==> src/rtl/core/solwt_pkg.sv <==
// ----------------------------------------------------------------------------
// solwt_pkg
// Shared types and constants of the ownership lock with inactivity timeout.
// ----------------------------------------------------------------------------
package solwt_pkg;

  localparam int unsigned OWNER_W   = 8;
  localparam int unsigned IDLE_W    = 17;
  localparam int unsigned TIMEOUT_W = 16;
  localparam int unsigned LENGTH_W  = 10;
  localparam int unsigned BYTE_W    = 8;
  localparam int unsigned OP_W      = 3;
  localparam int unsigned DATA_W    = 32;
  localparam int unsigned ADDR_W    = 5;
  localparam int unsigned NUM_DISC  = 4;

  localparam logic [IDLE_W-1:0]    IDLE_MAX        = '1;
  localparam logic [TIMEOUT_W-1:0] TIMEOUT_RESET   = 16'd5000;
  localparam logic [LENGTH_W-1:0]  LENGTH_RESET    = 10'd64;
  localparam logic [OWNER_W-1:0]   NO_OWNER        = '0;

  typedef enum logic [OP_W-1:0] {
    OP_TICK       = 3'd0,
    OP_CMD_CHECK  = 3'd1,
    OP_STREAM     = 3'd2,
    OP_CONNECT    = 3'd3,
    OP_DISCONNECT = 3'd4,
    OP_HEARTBEAT  = 3'd5
  } op_t;

  typedef enum logic [2:0] {
    REG_TIMEOUT        = 3'd0,
    REG_REQ_LENGTH     = 3'd1,
    REG_DISCOVERY      = 3'd2,
    REG_SESSION_OP     = 3'd3,
    REG_SESSION_STATUS = 3'd4,
    REG_SESSION_CONN   = 3'd5,
    REG_WIFI_OP        = 3'd6,
    REG_WIFI_STATUS    = 3'd7
  } reg_idx_t;

endpackage

==> src/rtl/core/session_owner_lock_with_timeout.sv <==
// ----------------------------------------------------------------------------
// session_owner_lock_with_timeout
// Grants a shared link to one owning source and releases it after idling.
// ----------------------------------------------------------------------------
// The block takes one request per clock cycle while in_stall is low and
// returns exactly one result per request, in order. A request is first
// captured in an input register. While it is held there, one pass does the
// expiry test, the operation and the update of the owner and the idle count,
// and loads the result into the output register once the output can advance.
// The result is held there until it is taken at a rising edge when the output
// is not stalled. A stalled output holds both registers and raises in_stall
// only while the input register is also full, so the input side is never held
// longer than the output side is stalled. The owner and idle count are updated
// in that same pass, so back-to-back requests always see the state left by
// the one before. The user must write configuration registers over the APB
// port only while no request is in flight; the block does not enforce this.
module session_owner_lock_with_timeout (
  input  logic                            clk,
  input  logic                            rst_n,
  // Request channel
  input  logic                            in_valid,
  output logic                            in_stall,
  input  logic [solwt_pkg::OP_W-1:0]      in_operation,
  input  logic [solwt_pkg::OWNER_W-1:0]   in_source,
  input  logic [solwt_pkg::LENGTH_W-1:0]  in_cmd_length,
  input  logic [solwt_pkg::BYTE_W-1:0]    in_cmd_opcode,
  input  logic [solwt_pkg::BYTE_W-1:0]    in_cmd_subcode,
  // Result channel
  output logic                            out_valid,
  input  logic                            out_stall,
  output logic                            out_allowed,
  output logic [solwt_pkg::OWNER_W-1:0]   out_owner,
  // Configuration port
  input  logic                            psel,
  input  logic                            penable,
  input  logic                            pwrite,
  input  logic [solwt_pkg::ADDR_W-1:0]    paddr,
  input  logic [solwt_pkg::DATA_W-1:0]    pwdata,
  output logic [solwt_pkg::DATA_W-1:0]    prdata,
  output logic                            pready
);

  // Configuration registers
  logic [solwt_pkg::TIMEOUT_W-1:0] timeout_r;
  logic [solwt_pkg::LENGTH_W-1:0]  req_length_r;
  logic [solwt_pkg::DATA_W-1:0]    discovery_r;
  logic [solwt_pkg::BYTE_W-1:0]    session_op_r;
  logic [solwt_pkg::BYTE_W-1:0]    session_status_r;
  logic [solwt_pkg::BYTE_W-1:0]    session_conn_r;
  logic [solwt_pkg::BYTE_W-1:0]    wifi_op_r;
  logic [solwt_pkg::BYTE_W-1:0]    wifi_status_r;

  // Input stage
  logic                            s1_valid_r;
  solwt_pkg::op_t                  s1_op_r;
  logic [solwt_pkg::OWNER_W-1:0]   s1_source_r;
  logic [solwt_pkg::LENGTH_W-1:0]  s1_length_r;
  logic [solwt_pkg::BYTE_W-1:0]    s1_opcode_r;
  logic [solwt_pkg::BYTE_W-1:0]    s1_subcode_r;

  // Lock state
  logic [solwt_pkg::OWNER_W-1:0]   owner_r;
  logic [solwt_pkg::OWNER_W-1:0]   owner_nxt;
  logic [solwt_pkg::IDLE_W-1:0]    idle_r;
  logic [solwt_pkg::IDLE_W-1:0]    idle_nxt;

  // Output stage
  logic                            out_valid_r;
  logic                            allowed_r;
  logic                            allowed_nxt;
  logic [solwt_pkg::OWNER_W-1:0]   out_owner_r;

  logic                            advance;
  logic                            fire;
  logic                            cfg_write;
  solwt_pkg::reg_idx_t             cfg_idx;
  logic [solwt_pkg::OWNER_W-1:0]   owner_eff;
  logic                            len_ok;
  logic                            is_session;
  logic                            is_discovery;
  logic                            is_owner;

  // ---------------------------------------------------------------------------
  // Handshake
  // ---------------------------------------------------------------------------
  assign advance  = !out_valid_r || !out_stall;
  assign fire     = s1_valid_r && advance;
  assign in_stall = s1_valid_r && !advance;

  assign out_valid   = out_valid_r;
  assign out_allowed = allowed_r;
  assign out_owner   = out_owner_r;

  // ---------------------------------------------------------------------------
  // Configuration port
  // ---------------------------------------------------------------------------
  assign pready    = 1'b1;
  assign cfg_idx   = solwt_pkg::reg_idx_t'(paddr[solwt_pkg::ADDR_W-1:2]);
  assign cfg_write = psel && penable && pwrite && pready;

  always_comb begin
    prdata = '0;
    case (cfg_idx)
      solwt_pkg::REG_TIMEOUT:        prdata = {{(solwt_pkg::DATA_W-solwt_pkg::TIMEOUT_W){1'b0}},
                                               timeout_r};
      solwt_pkg::REG_REQ_LENGTH:     prdata = {{(solwt_pkg::DATA_W-solwt_pkg::LENGTH_W){1'b0}},
                                               req_length_r};
      solwt_pkg::REG_DISCOVERY:      prdata = discovery_r;
      solwt_pkg::REG_SESSION_OP:     prdata = {{(solwt_pkg::DATA_W-solwt_pkg::BYTE_W){1'b0}},
                                               session_op_r};
      solwt_pkg::REG_SESSION_STATUS: prdata = {{(solwt_pkg::DATA_W-solwt_pkg::BYTE_W){1'b0}},
                                               session_status_r};
      solwt_pkg::REG_SESSION_CONN:   prdata = {{(solwt_pkg::DATA_W-solwt_pkg::BYTE_W){1'b0}},
                                               session_conn_r};
      solwt_pkg::REG_WIFI_OP:        prdata = {{(solwt_pkg::DATA_W-solwt_pkg::BYTE_W){1'b0}},
                                               wifi_op_r};
      solwt_pkg::REG_WIFI_STATUS:    prdata = {{(solwt_pkg::DATA_W-solwt_pkg::BYTE_W){1'b0}},
                                               wifi_status_r};
      default:                       prdata = '0;
    endcase
  end

  always_ff @(posedge clk) begin
    if (!rst_n) begin
      timeout_r        <= solwt_pkg::TIMEOUT_RESET;
      req_length_r     <= solwt_pkg::LENGTH_RESET;
      discovery_r      <= '0;
      session_op_r     <= '0;
      session_status_r <= '0;
      session_conn_r   <= '0;
      wifi_op_r        <= '0;
      wifi_status_r    <= '0;
    end else if (cfg_write) begin
      case (cfg_idx)
        solwt_pkg::REG_TIMEOUT:        timeout_r        <= pwdata[solwt_pkg::TIMEOUT_W-1:0];
        solwt_pkg::REG_REQ_LENGTH:     req_length_r     <= pwdata[solwt_pkg::LENGTH_W-1:0];
        solwt_pkg::REG_DISCOVERY:      discovery_r      <= pwdata;
        solwt_pkg::REG_SESSION_OP:     session_op_r     <= pwdata[solwt_pkg::BYTE_W-1:0];
        solwt_pkg::REG_SESSION_STATUS: session_status_r <= pwdata[solwt_pkg::BYTE_W-1:0];
        solwt_pkg::REG_SESSION_CONN:   session_conn_r   <= pwdata[solwt_pkg::BYTE_W-1:0];
        solwt_pkg::REG_WIFI_OP:        wifi_op_r        <= pwdata[solwt_pkg::BYTE_W-1:0];
        solwt_pkg::REG_WIFI_STATUS:    wifi_status_r    <= pwdata[solwt_pkg::BYTE_W-1:0];
        default: ;
      endcase
    end
  end

  // ---------------------------------------------------------------------------
  // Input register
  // ---------------------------------------------------------------------------
  always_ff @(posedge clk) begin
    if (!rst_n) begin
      s1_valid_r <= 1'b0;
    end else if (!in_stall) begin
      s1_valid_r <= in_valid;
    end
  end

  always_ff @(posedge clk) begin
    if (in_valid && !in_stall) begin
      s1_op_r      <= solwt_pkg::op_t'(in_operation);
      s1_source_r  <= in_source;
      s1_length_r  <= in_cmd_length;
      s1_opcode_r  <= in_cmd_opcode;
      s1_subcode_r <= in_cmd_subcode;
    end
  end

  // ---------------------------------------------------------------------------
  // Lock evaluation
  // ---------------------------------------------------------------------------
  always_comb begin
    is_discovery = 1'b0;
    for (int k = 0; k < solwt_pkg::NUM_DISC; k++) begin
      if (discovery_r[k*solwt_pkg::BYTE_W +: solwt_pkg::BYTE_W] == s1_opcode_r) begin
        is_discovery = 1'b1;
      end
    end
  end

  // A stale owner is dropped before the operation sees the state.
  assign owner_eff  = (owner_r != solwt_pkg::NO_OWNER &&
                       idle_r > {1'b0, timeout_r}) ? solwt_pkg::NO_OWNER : owner_r;
  assign is_owner   = (owner_eff != solwt_pkg::NO_OWNER) && (owner_eff == s1_source_r);
  assign len_ok     = (s1_length_r == req_length_r);
  assign is_session = len_ok && (s1_opcode_r == session_op_r);

  always_comb begin
    owner_nxt   = owner_eff;
    idle_nxt    = idle_r;
    allowed_nxt = 1'b0;
    case (s1_op_r)
      solwt_pkg::OP_TICK: begin
        if (idle_r != solwt_pkg::IDLE_MAX) begin
          idle_nxt = idle_r + 1'b1;
        end
      end
      solwt_pkg::OP_CMD_CHECK: begin
        if (is_session && s1_subcode_r == session_conn_r) begin
          allowed_nxt = (owner_eff == solwt_pkg::NO_OWNER) || (owner_eff == s1_source_r);
        end else if ((is_session && s1_subcode_r == session_status_r) ||
                     (len_ok && is_discovery) ||
                     (len_ok && s1_opcode_r == wifi_op_r &&
                      s1_subcode_r == wifi_status_r)) begin
          allowed_nxt = 1'b1;
        end else if (is_owner) begin
          // Any other command from the owner counts as activity.
          idle_nxt    = '0;
          allowed_nxt = 1'b1;
        end
      end
      solwt_pkg::OP_STREAM: begin
        allowed_nxt = is_owner;
      end
      solwt_pkg::OP_CONNECT: begin
        if (s1_source_r != solwt_pkg::NO_OWNER &&
            (owner_eff == solwt_pkg::NO_OWNER || owner_eff == s1_source_r)) begin
          owner_nxt   = s1_source_r;
          idle_nxt    = '0;
          allowed_nxt = 1'b1;
        end
      end
      solwt_pkg::OP_DISCONNECT: begin
        if (owner_eff == solwt_pkg::NO_OWNER) begin
          allowed_nxt = 1'b1;
        end else if (owner_eff == s1_source_r) begin
          owner_nxt   = solwt_pkg::NO_OWNER;
          allowed_nxt = 1'b1;
        end
      end
      solwt_pkg::OP_HEARTBEAT: begin
        if (is_owner) begin
          idle_nxt    = '0;
          allowed_nxt = 1'b1;
        end
      end
      default: ;
    endcase
  end

  always_ff @(posedge clk) begin
    if (!rst_n) begin
      owner_r <= solwt_pkg::NO_OWNER;
      idle_r  <= '0;
    end else if (fire) begin
      owner_r <= owner_nxt;
      idle_r  <= idle_nxt;
    end
  end

  // ---------------------------------------------------------------------------
  // Output register
  // ---------------------------------------------------------------------------
  always_ff @(posedge clk) begin
    if (!rst_n) begin
      out_valid_r <= 1'b0;
    end else if (advance) begin
      out_valid_r <= s1_valid_r;
    end
  end

  always_ff @(posedge clk) begin
    if (fire) begin
      allowed_r   <= allowed_nxt;
      out_owner_r <= owner_nxt;
    end
  end

  // ---------------------------------------------------------------------------
  // Assertions
  // ---------------------------------------------------------------------------
  a_stall_only_when_full: assert property (@(posedge clk) disable iff (!rst_n)
    in_stall |-> (s1_valid_r && out_valid_r && out_stall))
    else $error("input stalled while the pipeline can move");

  a_fire_gives_result: assert property (@(posedge clk) disable iff (!rst_n)
    fire |=> out_valid_r)
    else $error("processed request produced no result");

  a_owner_only_on_request: assert property (@(posedge clk) disable iff (!rst_n)
    !fire |=> ($stable(owner_r) && $stable(idle_r)))
    else $error("lock state changed without a request");

  a_connect_clears_idle: assert property (@(posedge clk) disable iff (!rst_n)
    (fire && s1_op_r == solwt_pkg::OP_CONNECT && allowed_nxt) |=>
      (idle_r == '0 && owner_r != solwt_pkg::NO_OWNER))
    else $error("successful connect left no owner or a nonzero idle count");

  a_result_owner_matches: assert property (@(posedge clk) disable iff (!rst_n)
    fire |=> (out_owner_r == owner_r))
    else $error("reported owner differs from the lock state");

endmodule

==> config.mk <==
export PLATFORM = sky130hd
export DESIGN_NAME = session_owner_lock_with_timeout
export DESIGN_NICKNAME = d
export VERILOG_FILES = /design/src/rtl/core/solwt_pkg.sv /design/src/rtl/core/session_owner_lock_with_timeout.sv
export SDC_FILE = /design/constraint.sdc
export NUM_CORES = 1
export LEC_CHECK = 0
export BUFFER_PORTS_ARGS = -buffer_cell sky130_fd_sc_hd__buf_4
export CORE_MARGIN = 3
export CORE_UTILIZATION = 35
export DETAILED_ROUTE_END_ITERATION = 7
export SETUP_SLACK_MARGIN = 0.2
export SYNTH_ARGS = -nofsm -noshare
export SYNTH_HDL_FRONTEND = slang
export SYNTH_SLANG_ARGS = --single-unit
==> constraint.sdc <==
create_clock -name clk -period 5.35 [get_ports clk]
set_clock_uncertainty 0.1 [all_clocks]
set_input_delay 0.8025 -clock clk [delete_from_list [all_inputs] [get_ports clk]]
set_output_delay 0.8025 -clock clk [all_outputs]
set_load 0.05 [all_outputs]
==> run summary, run 1 <==
Post-DP HPWL: 17.4 mm. The number of nets handed over by synthesis was 1084. The tools report the routed wire length as 24.5 mm. The clock-pin slew of the registers on the worst-case setup and hold paths was 0.07 ns; the slew at the pin closest to its max-slew limit was 1.15 ns.

Setup repair after global routing left no endpoint under its margin. The run gives 0 as the remaining global-route overflow. Synthesized area divided by synthesized cell count: 9.02 sq um. The post-synthesis instance area is 8880 sq um, and the number of antenna violations at the first check in global routing is 0.

The number of placed instances, taps included was 1374; the count of final hold-check violations was 0. In the final design database the tool counted 1168 nets. The die is 165 microns wide.

In the final timing run, aggregate negative setup slack is 0 ns. Dividing the detail-routed via count by the number of cells gives 5.09. The logs give 6817 for the number of global-route vias before repair and 122 for the largest net degree at the start of global routing.

The synthesized flop and latch total was 171. The run gives 10000 sq um as the post-placement cell area. For the count of different cell masters after synthesis, the log shows 51. The global routing stage identified its most utilized layer as met2.

The max-slew violation count is 0, and the routed wire length per instance is 17.4 microns. For the first-pass GRT wire length, the log shows 38.3 mm. The cell count of the worst reg-to-reg path is 9. The number of max-cap violations came out at 0. In this run the static leakage power is 3.99 nW. The final critical-path share of the clock period works out to 0.662. The maximum clock frequency was 282 MHz. The flow ran to the end, and the final reports show no timing, DRC or antenna violations. Counting I/O delays and the setup requirement, the final critical path takes 3.54 ns. The tools report the kind of start point of the critical path as a primary input.

The portion of the post-synthesis area used by sequential elements was 0.437; the number of cells on the worst hold path was 2. The die covers 27300 sq um. The number of remaining DRC errors is 0, and the area overhead of the layout relative to synthesis is 19.0%. The area inside the core boundary was 24600 sq um. The clock passes through at most 2 buffers. In the post-synthesis netlist, the biggest area contributors are dfxtp_1 28%, edfxtp_1 16%, nand2_1 7.7%. The number of search-and-repair iterations in the first detailed-routing pass is 5. The share of the synthesized area in the top cell type works out to 0.282. The number of antenna diodes in the final layout is 0.

Worst relative slew slack: 0.226. The gate count after technology mapping is 985, and the fraction of synthesis flops using an asynchronous set or reset pin is 0. 125 I/O pins were placed. The maximum ir drop on the vdd rail is 0.154 mV.

The first routing iteration left 669 violations. The initialized floorplan defines 57 standard-cell rows. After routing the design area is 10600 sq um. For the met3 track utilization from global routing, the log shows 0.0324. In this run the worst hold path is classified as reg -> reg. The via count is 7150. TritonCTS built the clock tree. Fraction of met2 tracks used by global routing: 0.274.

dfxtp_1 takes more of the synthesized area than any other cell. The later pin in the worst-skew pair is clocked with a latency of 0.42 ns. STA classifies the critical path endpoint as an output pin. The number of clock sinks seen by CTS is 171, and the number of buffers created by CTS is 17. The library cells used most frequently in the layout, excluding fill and tap cells, are 181 x nand2_1, 127 x buf_4, 125 x dfxtp_1. Post-CTS timing repair inserted 0 buffers for setup. The congestion estimate from routability-driven global placement came to 0.836.

For the residual antenna-violating net count after detailed routing, the log shows 0. The post-cts resize count is 0. The critical path is of the in -> out type. For this design, the CTS-stage hold fixing added 0 buffers.

For the worst endpoint data arrival time, the log shows 2.64 ns. The fraction of final layout cells with drive strength greater than 1 was 0.156. CTS placed an instance of clkbuf_16 at the clock tree root. The synthesized design contains 46 enable-type register cells.

The met1 track utilization from global routing was 0.267; the number of warnings issued by yosys was 0. Most common cell after layout, fill and taps aside: nand2_1. The number of levels in the clock H-tree is 4, and the overall global routing resource usage is 0.181.

Setup violations remaining at the end of the flow were counted as 0. The height of the die was 165 microns; the initial standard-cell utilization of the core was 0.361. The worst path required time was 4.45 ns; the final cell count without fillers was 1406.

For this run, the leading register cell type out of synthesis is dfxtp_1. Along the worst path, the maximum fanout reaches 29. Dividing total power by cell area gives a power density of 272 nW/um^2. The number of port buffers is 121.
[path summary, 6_finish.rpt]
kind                                     from            end  slack, ns
worst max-delay path                 paddr[3]      prdata[7]       1.81
worst min-delay path            timeout_r[10]  timeout_r[10]       0.37
worst max register to register  timeout_r[15]     idle_r[10]       2.17
worst min register to register  timeout_r[10]  timeout_r[10]       0.37
[power breakdown]
| part | switching (mW) | internal, mW | total [mW] |
|---|---|---|---|
| logic | 0.154 | 0.108 | 0.262 |
| registers | 0.0377 | 1.36 | 1.40 |
| clock network | 0.545 | 0.668 | 1.21 |
[worst max-delay path, cell delays in order]
cell      delay (ns)
buf_4           0.35
mux2_2          0.40
a22o_1          0.18
a221oi_1        0.44
a21oi_1         0.17
buf_4           0.26
[sequential cells by signal, indices dropped and copies added, names as in the netlist]
signal,cells
s1_op_r,3
out_allowed,1
s1_opcode_r,8
idle_r,17
out_valid,1
out_owner,8
s1_source_r,8
session_conn_r,8
session_status_r,8
timeout_r,16
s1_length_r,10
discovery_r,32
owner_r,8
wifi_op_r,8
wifi_status_r,8
session_op_r,8
s1_subcode_r,8
req_length_r,10
s1_valid_r,1
[layer usage]
metal,routed length (microns),vias to the layer above
met5,0,-
met4,331,0
met3,1130,24
met2,11000,175
met1,12000,3387
li1,-,3564
[metrics by stage]
stage	setup slack [ns]	utilization	power, mW	hold slack (ns)
6_report	1.81	0.430	2.87	0.368
3_5_place_dp	1.91	0.406	1.69	0.361
5_1_grt	1.73	0.430	2.98	0.395
3_3_place_gp	1.93	0.406	1.69	0.353
2_1_floorplan	1.61	-	1.58	0.343
4_1_cts	1.91	0.430	2.90	0.370
[cells by family after synthesis]
group | after synthesis | synth area share
AO/OA/AOI/OAI | 198 | 0.150
other | 1 | 0.000422
multiplexers | 57 | 0.0659
AND/OR/NAND/NOR | 355 | 0.189
XOR/XNOR | 91 | 0.0897
adder cells (fa/ha/maj) | 18 | 0.0254
buffers and inverters | 94 | 0.0421
flip-flops | 171 | 0.437
[cells in the mapped netlist (16+ instances only)]
library cell / number
ha_1: 18
a21boi_0: 53
xor2_1: 56
nor4_1: 21
edfxtp_1: 46
and2_1: 17
nor2_1: 35
clkbuf_1: 50
nand2_1: 181
xnor2_1: 35
a21oi_1: 39
inv_1: 32
dfxtp_1: 125
mux2i_1: 54
o21ai_0: 40
nand3_1: 16
nor2b_1: 45
[layout make-up]
cell class,count,area (sq um)
clock buffers,19,443
clock inverters,13,130
fillers,2433,14000
inverters,32,120
multi-input cells,720,4640
flip-flops and latches,171,3880
well taps,324,405
repair buffers,127,953
(Power assumes the default switching activity.)
==> inputs of run 2 (changes only) <==
ABC_AREA = 1   (was default)
clock period = 3.06 ns   (was 5.35 ns; I/O delays follow)
==> run summary, run 2 <==
The run finished with clean final reports. Sort of element at the end of the critical path: a flip-flop (was an output pin). The largest fanout of any net on the critical path is 8 (was 29), and the clock-pin slew of the registers on the worst-case setup and hold paths is 0.08 ns (was 0.07 ns). The run gives 8960 sq um (was 8880 sq um) as the post-synthesis instance area.

The power density over the cells is 450 nW/um^2 (was 272 nW/um^2). For the final cell count without fillers, the log shows 1674 (was 1406). Top register by number of flip-flops: discovery_r (unchanged).

TritonCTS built the clock tree. The tools report the maximum ir drop on the vdd rail as 0.294 mV (was 0.154 mV). The remaining global-route overflow is 0 (unchanged).

The run gives 0.193 (was 0.181) as the overall global routing resource usage. Registers with the most flip-flops: discovery_r (32), idle_r (17), timeout_r (16) (unchanged). For the count of final hold-check violations, the log shows 0 (unchanged). Number of search-and-repair iterations in the first detailed-routing pass: 5 (unchanged). The area overhead of the layout relative to synthesis was 31.2% (was 19.0%). Worst path required time: 3.31 ns (was 4.45 ns). The worst flop-to-flop path startpoint was timeout_r[3] (was timeout_r[15]). The tools report the routed wire length as 28.2 mm (was 24.5 mm).

The number of warnings issued by yosys came out at 0 (unchanged). Startpoint of the worst setup timing path: timeout_r[3] (was paddr[3]). Number of port buffers: 121 (unchanged). The via density per instance was 5.10 (was 5.09). The final critical-path share of the clock period was 0.942.

For the worst endpoint data arrival time, the log shows 3.13 ns (was 2.64 ns). The count of flip-flops with a built-in enable after synthesis was 46 (unchanged). The synthesized flop and latch total is 171 (unchanged). Number of flip-flops under the largest register name: 32 (unchanged). For the net count of the mapped netlist, the log shows 1279 (was 1084).

The die width was 166 microns (was 165 microns); the number of antenna violations at the first check in global routing was 1 (was 0). The post-route minimum period came out at 2.88 ns. Setup repair after global routing could not meet its margin everywhere. The initial standard-cell utilization of the core was 0.362 (was 0.361); the initial DRC count was 696 (was 669). The minimum setup slack among reg-to-reg paths was 0.18 ns (was 2.17 ns); the synthesized area divided by synthesized cell count was 7.59 sq um (was 9.02 sq um).

The tools report the static leakage as 4.83 nW (was 3.99 nW). The path class of the lowest-slack min-delay path was in -> reg (was reg -> reg). The tools report the via count as 8545 (was 7150). Kind of start point of the critical path: a flip-flop (was a primary input). The most frequently used cell type in the post-synthesis netlist was nor2_1 (was nand2_1). The number of remaining DRC errors was 0 (unchanged); the fraction of synthesis flops using an asynchronous set or reset pin was 0 (unchanged). The logs give 2 (unchanged) for the number of buffers between clock root and the deepest sink and 125 (unchanged) for the top-level port count. Library cell used as clock root buffer: clkbuf_16 (unchanged). Cell taking the most area after synthesis: dfxtp_1 (unchanged).

The first-pass GRT wire length is 42.8 mm (was 38.3 mm), and the final core utilization is 0.475 (was 0.430). The number of max-cap violations is 0 (unchanged). Commonest non-fill, non-tap cells in the layout: 169 x buf_4, 165 x nor2_1, 144 x nand2_1 (was 181 x nand2_1, 127 x buf_4, 125 x dfxtp_1). The max-slew violation count came out at 0 (unchanged). Endpoint of the most critical setup path: idle_r[3] (was prdata[7]).

The share of the synthesized area in the top cell type was 0.279 (was 0.282); the final setup violation count was 0 (unchanged). The slew at the pin closest to its max-slew limit came out at 0.917 ns (was 1.15 ns). The routed wire length per instance works out to 16.8 microns (was 17.4 microns). The run gives 44 (was 51) as the count of different cell masters after synthesis. The run gives 8015 (was 6817) as the number of global-route vias before repair.

The most common cell after layout, fill and taps aside is buf_4 (was nand2_1). The fraction of final layout cells with drive strength greater than 1 was 0.260 (was 0.156); the clock latency at the later pin of the worst-skew pair was 0.44 ns (was 0.42 ns). For the full die area, the log shows 27600 sq um (was 27300 sq um). The number of nets at the end of the flow is 1435 (was 1168). The logs give 0 (unchanged) for the residual antenna-violating net count after detailed routing and 0.433 (was 0.437) for the portion of the post-synthesis area used by sequential elements.

For this run, the top clock speed supported by timing is 347 MHz. The class of the most critical setup path is reg -> reg (was in -> out). The worst relative slew slack was 0.388 (was 0.226). The largest net degree at the start of global routing was 94 (was 122); the setup TNS was 0 ns (unchanged). The tools report the post-DP HPWL as 19.4 mm (was 17.4 mm). For the number of buffers created by CTS, the log shows 17 (unchanged). The logs give 171 (unchanged) for the number of clock sinks seen by CTS and 57 (unchanged) for the number of cell rows.

The run gives 1180 (was 985) as the gate count after technology mapping. The cell count of the worst reg-to-reg path is 21 (was 9). For the number of placed instances, taps included, the log shows 1617 (was 1374). Cells taking the most area after synthesis: dfxtp_1 28%, edfxtp_1 15%, nor2_1 7.2% (was dfxtp_1 28%, edfxtp_1 16%, nand2_1 7.7%). Synth cell count leaders: 172 x nor2_1, 170 x nand2_1, 147 x inv_1 (was 181 x nand2_1, 125 x dfxtp_1, 56 x xor2_1).

The tools report the number of levels in the clock H-tree as 4 (unchanged). The height of the die works out to 166 microns (was 165 microns). The critical register-to-register path endpoint was idle_r[3] (was idle_r[10]). For the placer congestion estimate, the log shows 0.895 (was 0.836).

The main flop type after synthesis was dfxtp_1 (unchanged). The tools report the area inside the core boundary as 24700 sq um (was 24600 sq um).
## run 2: critical path, cell delays in order (launching register included)
cell,delay (ns)
dfxtp_2,0.33
inv_2,0.06
ha_4,0.27
nand2_1,0.07
nor2_1,0.12
nand3b_1,0.13
nor2_2,0.11
nor2_2,0.06
nand2_4,0.12
nand2_8,0.09
buf_6,0.14
nand2_4,0.05
nand2_2,0.05
nand2_2,0.07
nand2_2,0.08
nor2_4,0.14
nand3_4,0.10
a21oi_4,0.21
buf_12,0.15
buf_8,0.14
nand3_2,0.09
a21oi_1,0.13
## run 2: worst min-delay path by stage
stage / depth (start not counted) / slack [ns] / endpoint / startpoint
detailed placement: 2 / 0.38 / session_status_r[1] / session_status_r[1]
CTS: 1 / 0.08 / s1_length_r[6] / in_cmd_length[6]
global route: 1 / 0.08 / s1_length_r[8] / in_cmd_length[8]
finish: 1 / 0.09 / s1_length_r[6] / in_cmd_length[6]
floorplan: 2 / 0.35 / timeout_r[14] / timeout_r[14]
global placement: 2 / 0.37 / session_status_r[7] / session_status_r[7]
## run 2: repair_timing
action | 4_1_cts | 5_1_grt
gates resized for setup | 50 | 85
pin swaps | 31 | 54
setup buffers | 15 | 5
endpoints found under the setup margin | 34 | 36
hold buffers | 0 | 0
cloned | 3 | 1
## run 2: final cells by class
cell class,count,area [sq um]
antenna,1,2.50
clock buffer,17,425
clock inverter,15,173
fill,2354,13000
inverter,151,574
multi-input combinational,813,4780
sequential,171,3910
tap,324,405
timing repair buffer,182,1490
## run 2: logic make-up (layout without fill, tap and decap cells)
kind of cell             count (synthesis)  after routing  synth area share
AND/OR/NAND/NOR                        488            490             0.241
AO/OA/AOI/OAI                          236            236             0.146
buffers and inverters                  198            365            0.0881
flip-flops                             171            171             0.433
XOR/XNOR                                68             68            0.0665
adder cells (fa/ha/maj)                 18             18            0.0251
other                                    1              2          0.000418
## run 2: power breakdown
part | leakage, nW | switching [mW] | internal (mW)
Combinational | 3.08 | 0.408 | 0.265
Sequential | 1.46 | 0.0653 | 2.39
Clock | 0.287 | 1.06 | 1.10
Total | 4.83 | 1.53 | 3.76
## run 2: stage by stage
stage               area, sq um  setup WS, ns  hold slack (ns)  total power [mW]
finish                    11800         0.178           0.0910              5.29
global route              11800        0.0478           0.0757              5.49
CTS                       11400         0.204           0.0826              5.28
detailed placement        10400        0.0196            0.377              3.08
global placement          10400        0.0903            0.367              3.07
floorplan                  8960         0.412            0.350              2.84
## run 2: per-layer routing
layer / vias to the layer above / wire length, microns / GRT usage
li1: 4214 / - / -
met1: 4035 / 12800 / 0.266
met2: 270 / 13500 / 0.316
met3: 26 / 1500 / 0.0333
met4: 0 / 325 / 0.0467
met5: - / 0 / 0
==> inputs of run 3 (changes only) <==
CELL_PAD_IN_SITES_DETAIL_PLACEMENT = 0   (was default)
CELL_PAD_IN_SITES_GLOBAL_PLACEMENT = 2   (was default)
CORE_UTILIZATION = 30   (was 35)
PLACE_DENSITY_LB_ADDON = 0.1   (was default)
SKIP_LAST_GASP = 1   (was default)
==> run summary, run 3 (same netlist as run 2, synthesis figures left out) <==
The via count was 8258 (was 8545); the via density per instance was 4.69 (was 5.10). Most numerous cell on the critical path: buf_6 (was nand2_2). The hold-fix buffer count after cts was 0 (unchanged).

The number of antenna violations at the first check in global routing came out at 0 (was 1). TritonCTS built the clock tree. The final cell count without fillers is 1762 (was 1674). For the number of buffers between clock root and the deepest sink, the log shows 2 (unchanged). The placer congestion estimate came out at 0.850 (was 0.895). The tools report the library cell used as clock root buffer as clkbuf_16 (unchanged).

The tools report the final worst hold slack as 0.0838 ns (was 0.0910 ns). For the number of cell rows, the log shows 62 (was 57). Registers with the most flip-flops: discovery_r (32), idle_r (17), timeout_r (16) (unchanged). The most common cell after layout, fill and taps aside is buf_4 (unchanged).

The slew at the pin closest to its max-slew limit is 0.894 ns (was 0.917 ns), and the remaining global-route overflow is 0 (unchanged). The logs give 0.0679 ns (was 0.0196 ns) for the worst setup slack after placement and 12100 sq um (was 11800 sq um) for the final instance area. Critical path cell sequence: inv_2 > ha_4 > nand2_4 > nor2_4 > nand3b_1 > nor2_2 > nor2_4 > nand2_8 > nand2_8 > buf_6 > o41ai_1 > nand3_1 > buf_6 > nand3_4 > buf_6 > buf_4 > o21ai_1 > nand2_1 > o2111ai_2 (was inv_2 > ha_4 > nand2_1 > nor2_1 > nand3b_1 > nor2_2 > nor2_2 > nand2_4 > nand2_8 > buf_6 > nand2_4 > nand2_2 > nand2_2 > nand2_2 > nor2_4 > nand3_4 > a21oi_4 > buf_12 > buf_8 > nand3_2 > a21oi_1). The area overhead of the layout relative to synthesis was 35.0% (was 31.2%).

The path class of the lowest-slack min-delay path was in -> reg (unchanged). Kind of start point of the critical path: a flip-flop (unchanged). The largest fanout of any net on the critical path is 8 (unchanged), and the first-pass GRT wire length is 47.3 mm (was 42.8 mm). The die width is 179 microns (was 166 microns). The slowest stage cell on the critical path is dfxtp_2 (unchanged).

The max-slew violation count is 0 (unchanged). The logs give 1464 (was 1435) for the number of nets at the end of the flow and 0.308 (was 0.362) for the initial standard-cell utilization of the core. The full die area is 32000 sq um (was 27600 sq um). Setup repair after global routing could not meet its margin everywhere. The number of fill cells in the layout was 3046 (was 2354).

The run gives 0.359 mV (was 0.294 mV) as the maximum ir drop on the vdd rail. The post-route minimum period was 2.77 ns (was 2.88 ns). The fraction of final layout cells with drive strength greater than 1 came out at 0.292 (was 0.260). The number of search-and-repair iterations in the first detailed-routing pass is 5 (unchanged). For the static leakage, the log shows 4.92 nW (was 4.83 nW). The flow ran to the end, and the final reports show no timing, DRC or antenna violations. For the worst relative slew slack, the log shows 0.403 (was 0.388). The overall global routing resource usage came out at 0.196 (was 0.193). Top register by number of flip-flops: discovery_r (unchanged). The residual antenna-violating net count after detailed routing came out at 0 (unchanged). The top-level port count is 125 (unchanged), and the routed wire length per instance is 17.7 microns (was 16.8 microns). The number of buffer and inverter instances along the worst setup path was 5 (was 4). The largest net degree at the start of global routing is 94 (unchanged).

The post-placement cell area came out at 10600 sq um (was 10400 sq um). The number of clock sinks seen by CTS is 171 (unchanged). The worst endpoint data arrival time is 2.85 ns (was 3.13 ns). The maximum clock frequency came out at 361 MHz (was 347 MHz).

The setup TNS was 0 ns (unchanged). The number of placed instances, taps included came out at 1701 (was 1617). The number of port buffers was 121 (unchanged). Commonest non-fill, non-tap cells in the layout: 194 x buf_4, 165 x nor2_1, 138 x nand2_1 (was 169 x buf_4, 165 x nor2_1, 144 x nand2_1). Number of buffers created by CTS: 17 (unchanged).

The logs give 8081 (was 8015) for the number of global-route vias before repair and 31.1 mm (was 28.2 mm) for the routed wire length. The logs give 0.44 ns (about the same) for the clock latency at the later pin of the worst-skew pair and 29100 sq um (was 24700 sq um) for the area inside the core boundary. The tools report the smallest setup slack after layout as 0.289 ns (was 0.178 ns).

The power density over the cells works out to 431 nW/um^2 (was 450 nW/um^2). The initial DRC count is 467 (was 696), and the worst path required time is 3.14 ns (was 3.31 ns). The post-DP HPWL is 22.0 mm (was 19.4 mm). The number of diodes is 0 (was 1).

The class of the most critical setup path was reg -> reg (unchanged). The number of flip-flops under the largest register name is 32 (unchanged). The number of levels in the clock H-tree was 4 (unchanged). The final critical-path share of the clock period came out at 0.906 (was 0.942). Clock-pin slew of the registers on the worst-case setup and hold paths: 0.08 ns (about the same). Number of max-cap violations: 0 (unchanged). The count of final hold-check violations is 0 (unchanged), and the height of the die is 179 microns (was 166 microns). The family with the most delay on the worst path is simple AND/OR/NAND/NOR gates (unchanged). The sort of element at the end of the critical path was a flip-flop (unchanged).

The number of remaining DRC errors is 0 (unchanged). The largest stage delay on the critical path is 0.34 ns (was 0.33 ns), and the final setup violation count is 0 (unchanged).
## run 3: changes by cell type in the layout (fill, tap and decap cells not counted), moves of 5 or more
cell	change
nand2_1	-6
nand2_2	+6
buf_4	+25
nand3_1	-12
nand3_2	+10
clkinv_8	-5
clkinvlp_4	+5
## run 3: final timing paths
path / from / endpoint / slack [ns] / cells past startpoint
worst max-delay path: timeout_r[8] / out_allowed / 0.29 / 19
worst max register to register: timeout_r[8] / out_allowed / 0.29 / 19
worst min-delay path: in_cmd_opcode[4] / s1_opcode_r[4] / 0.08 / 1
worst min register to register: session_status_r[1] / session_status_r[1] / 0.38 / 2
## run 3: power breakdown
group,total (mW),internal [mW],switching (mW)
combinational,0.723,0.288,0.436
clock,2.04,1.04,1.00
sequential,2.46,2.39,0.0647
## run 3: stage by stage
step	power (mW)	util
6_report	5.22	0.416
5_1_grt	5.46	0.416
4_1_cts	5.20	0.390
3_5_place_dp	3.11	0.364
3_3_place_gp	3.10	0.364
2_1_floorplan	2.84	-
## run 3: layer usage
| layer | part of all wire | GRT usage | vias up |
|---|---|---|---|
| met5 | 0 | 0 | - |
| met4 | 0.015 | 0.0474 | 0 |
| met3 | 0.037 | 0.0328 | 24 |
| met2 | 0.44 | 0.297 | 158 |
| met1 | 0.51 | 0.288 | 3795 |
| li1 | - | - | 4281 |
## run 3: layout make-up
| cell class | instances | area (sq um) | share of cell area |
|---|---|---|---|
| clock buffer | 18 | 429 | 0.0355 |
| clock inverter | 14 | 98.8 | 0.00817 |
| inverter | 151 | 569 | 0.0470 |
| multi-input combinational | 814 | 4940 | 0.408 |
| sequential | 171 | 3910 | 0.323 |
| tap | 384 | 480 | 0.0397 |
| timing repair buffer | 210 | 1670 | 0.138 |
## run 3: timing repair
item / in CTS / in global routing
pin swaps: 15 / 60
hold endpoints to repair: 0 / 0
resized for setup: 28 / 149
endpoints found under the setup margin: 33 / 34
buffers inserted: 7 / 19
gates cloned: 3 / 0
## run 3: worst register-to-register path: cells and delay by family (launching register included)
family	cells	cell delay (ns)
and+or+nand+nor	10	1.02
buffers and inverters	5	0.54
DFF	1	0.34
adders and majority gates	1	0.29
AOI/OAI and AO/OA	3	0.21
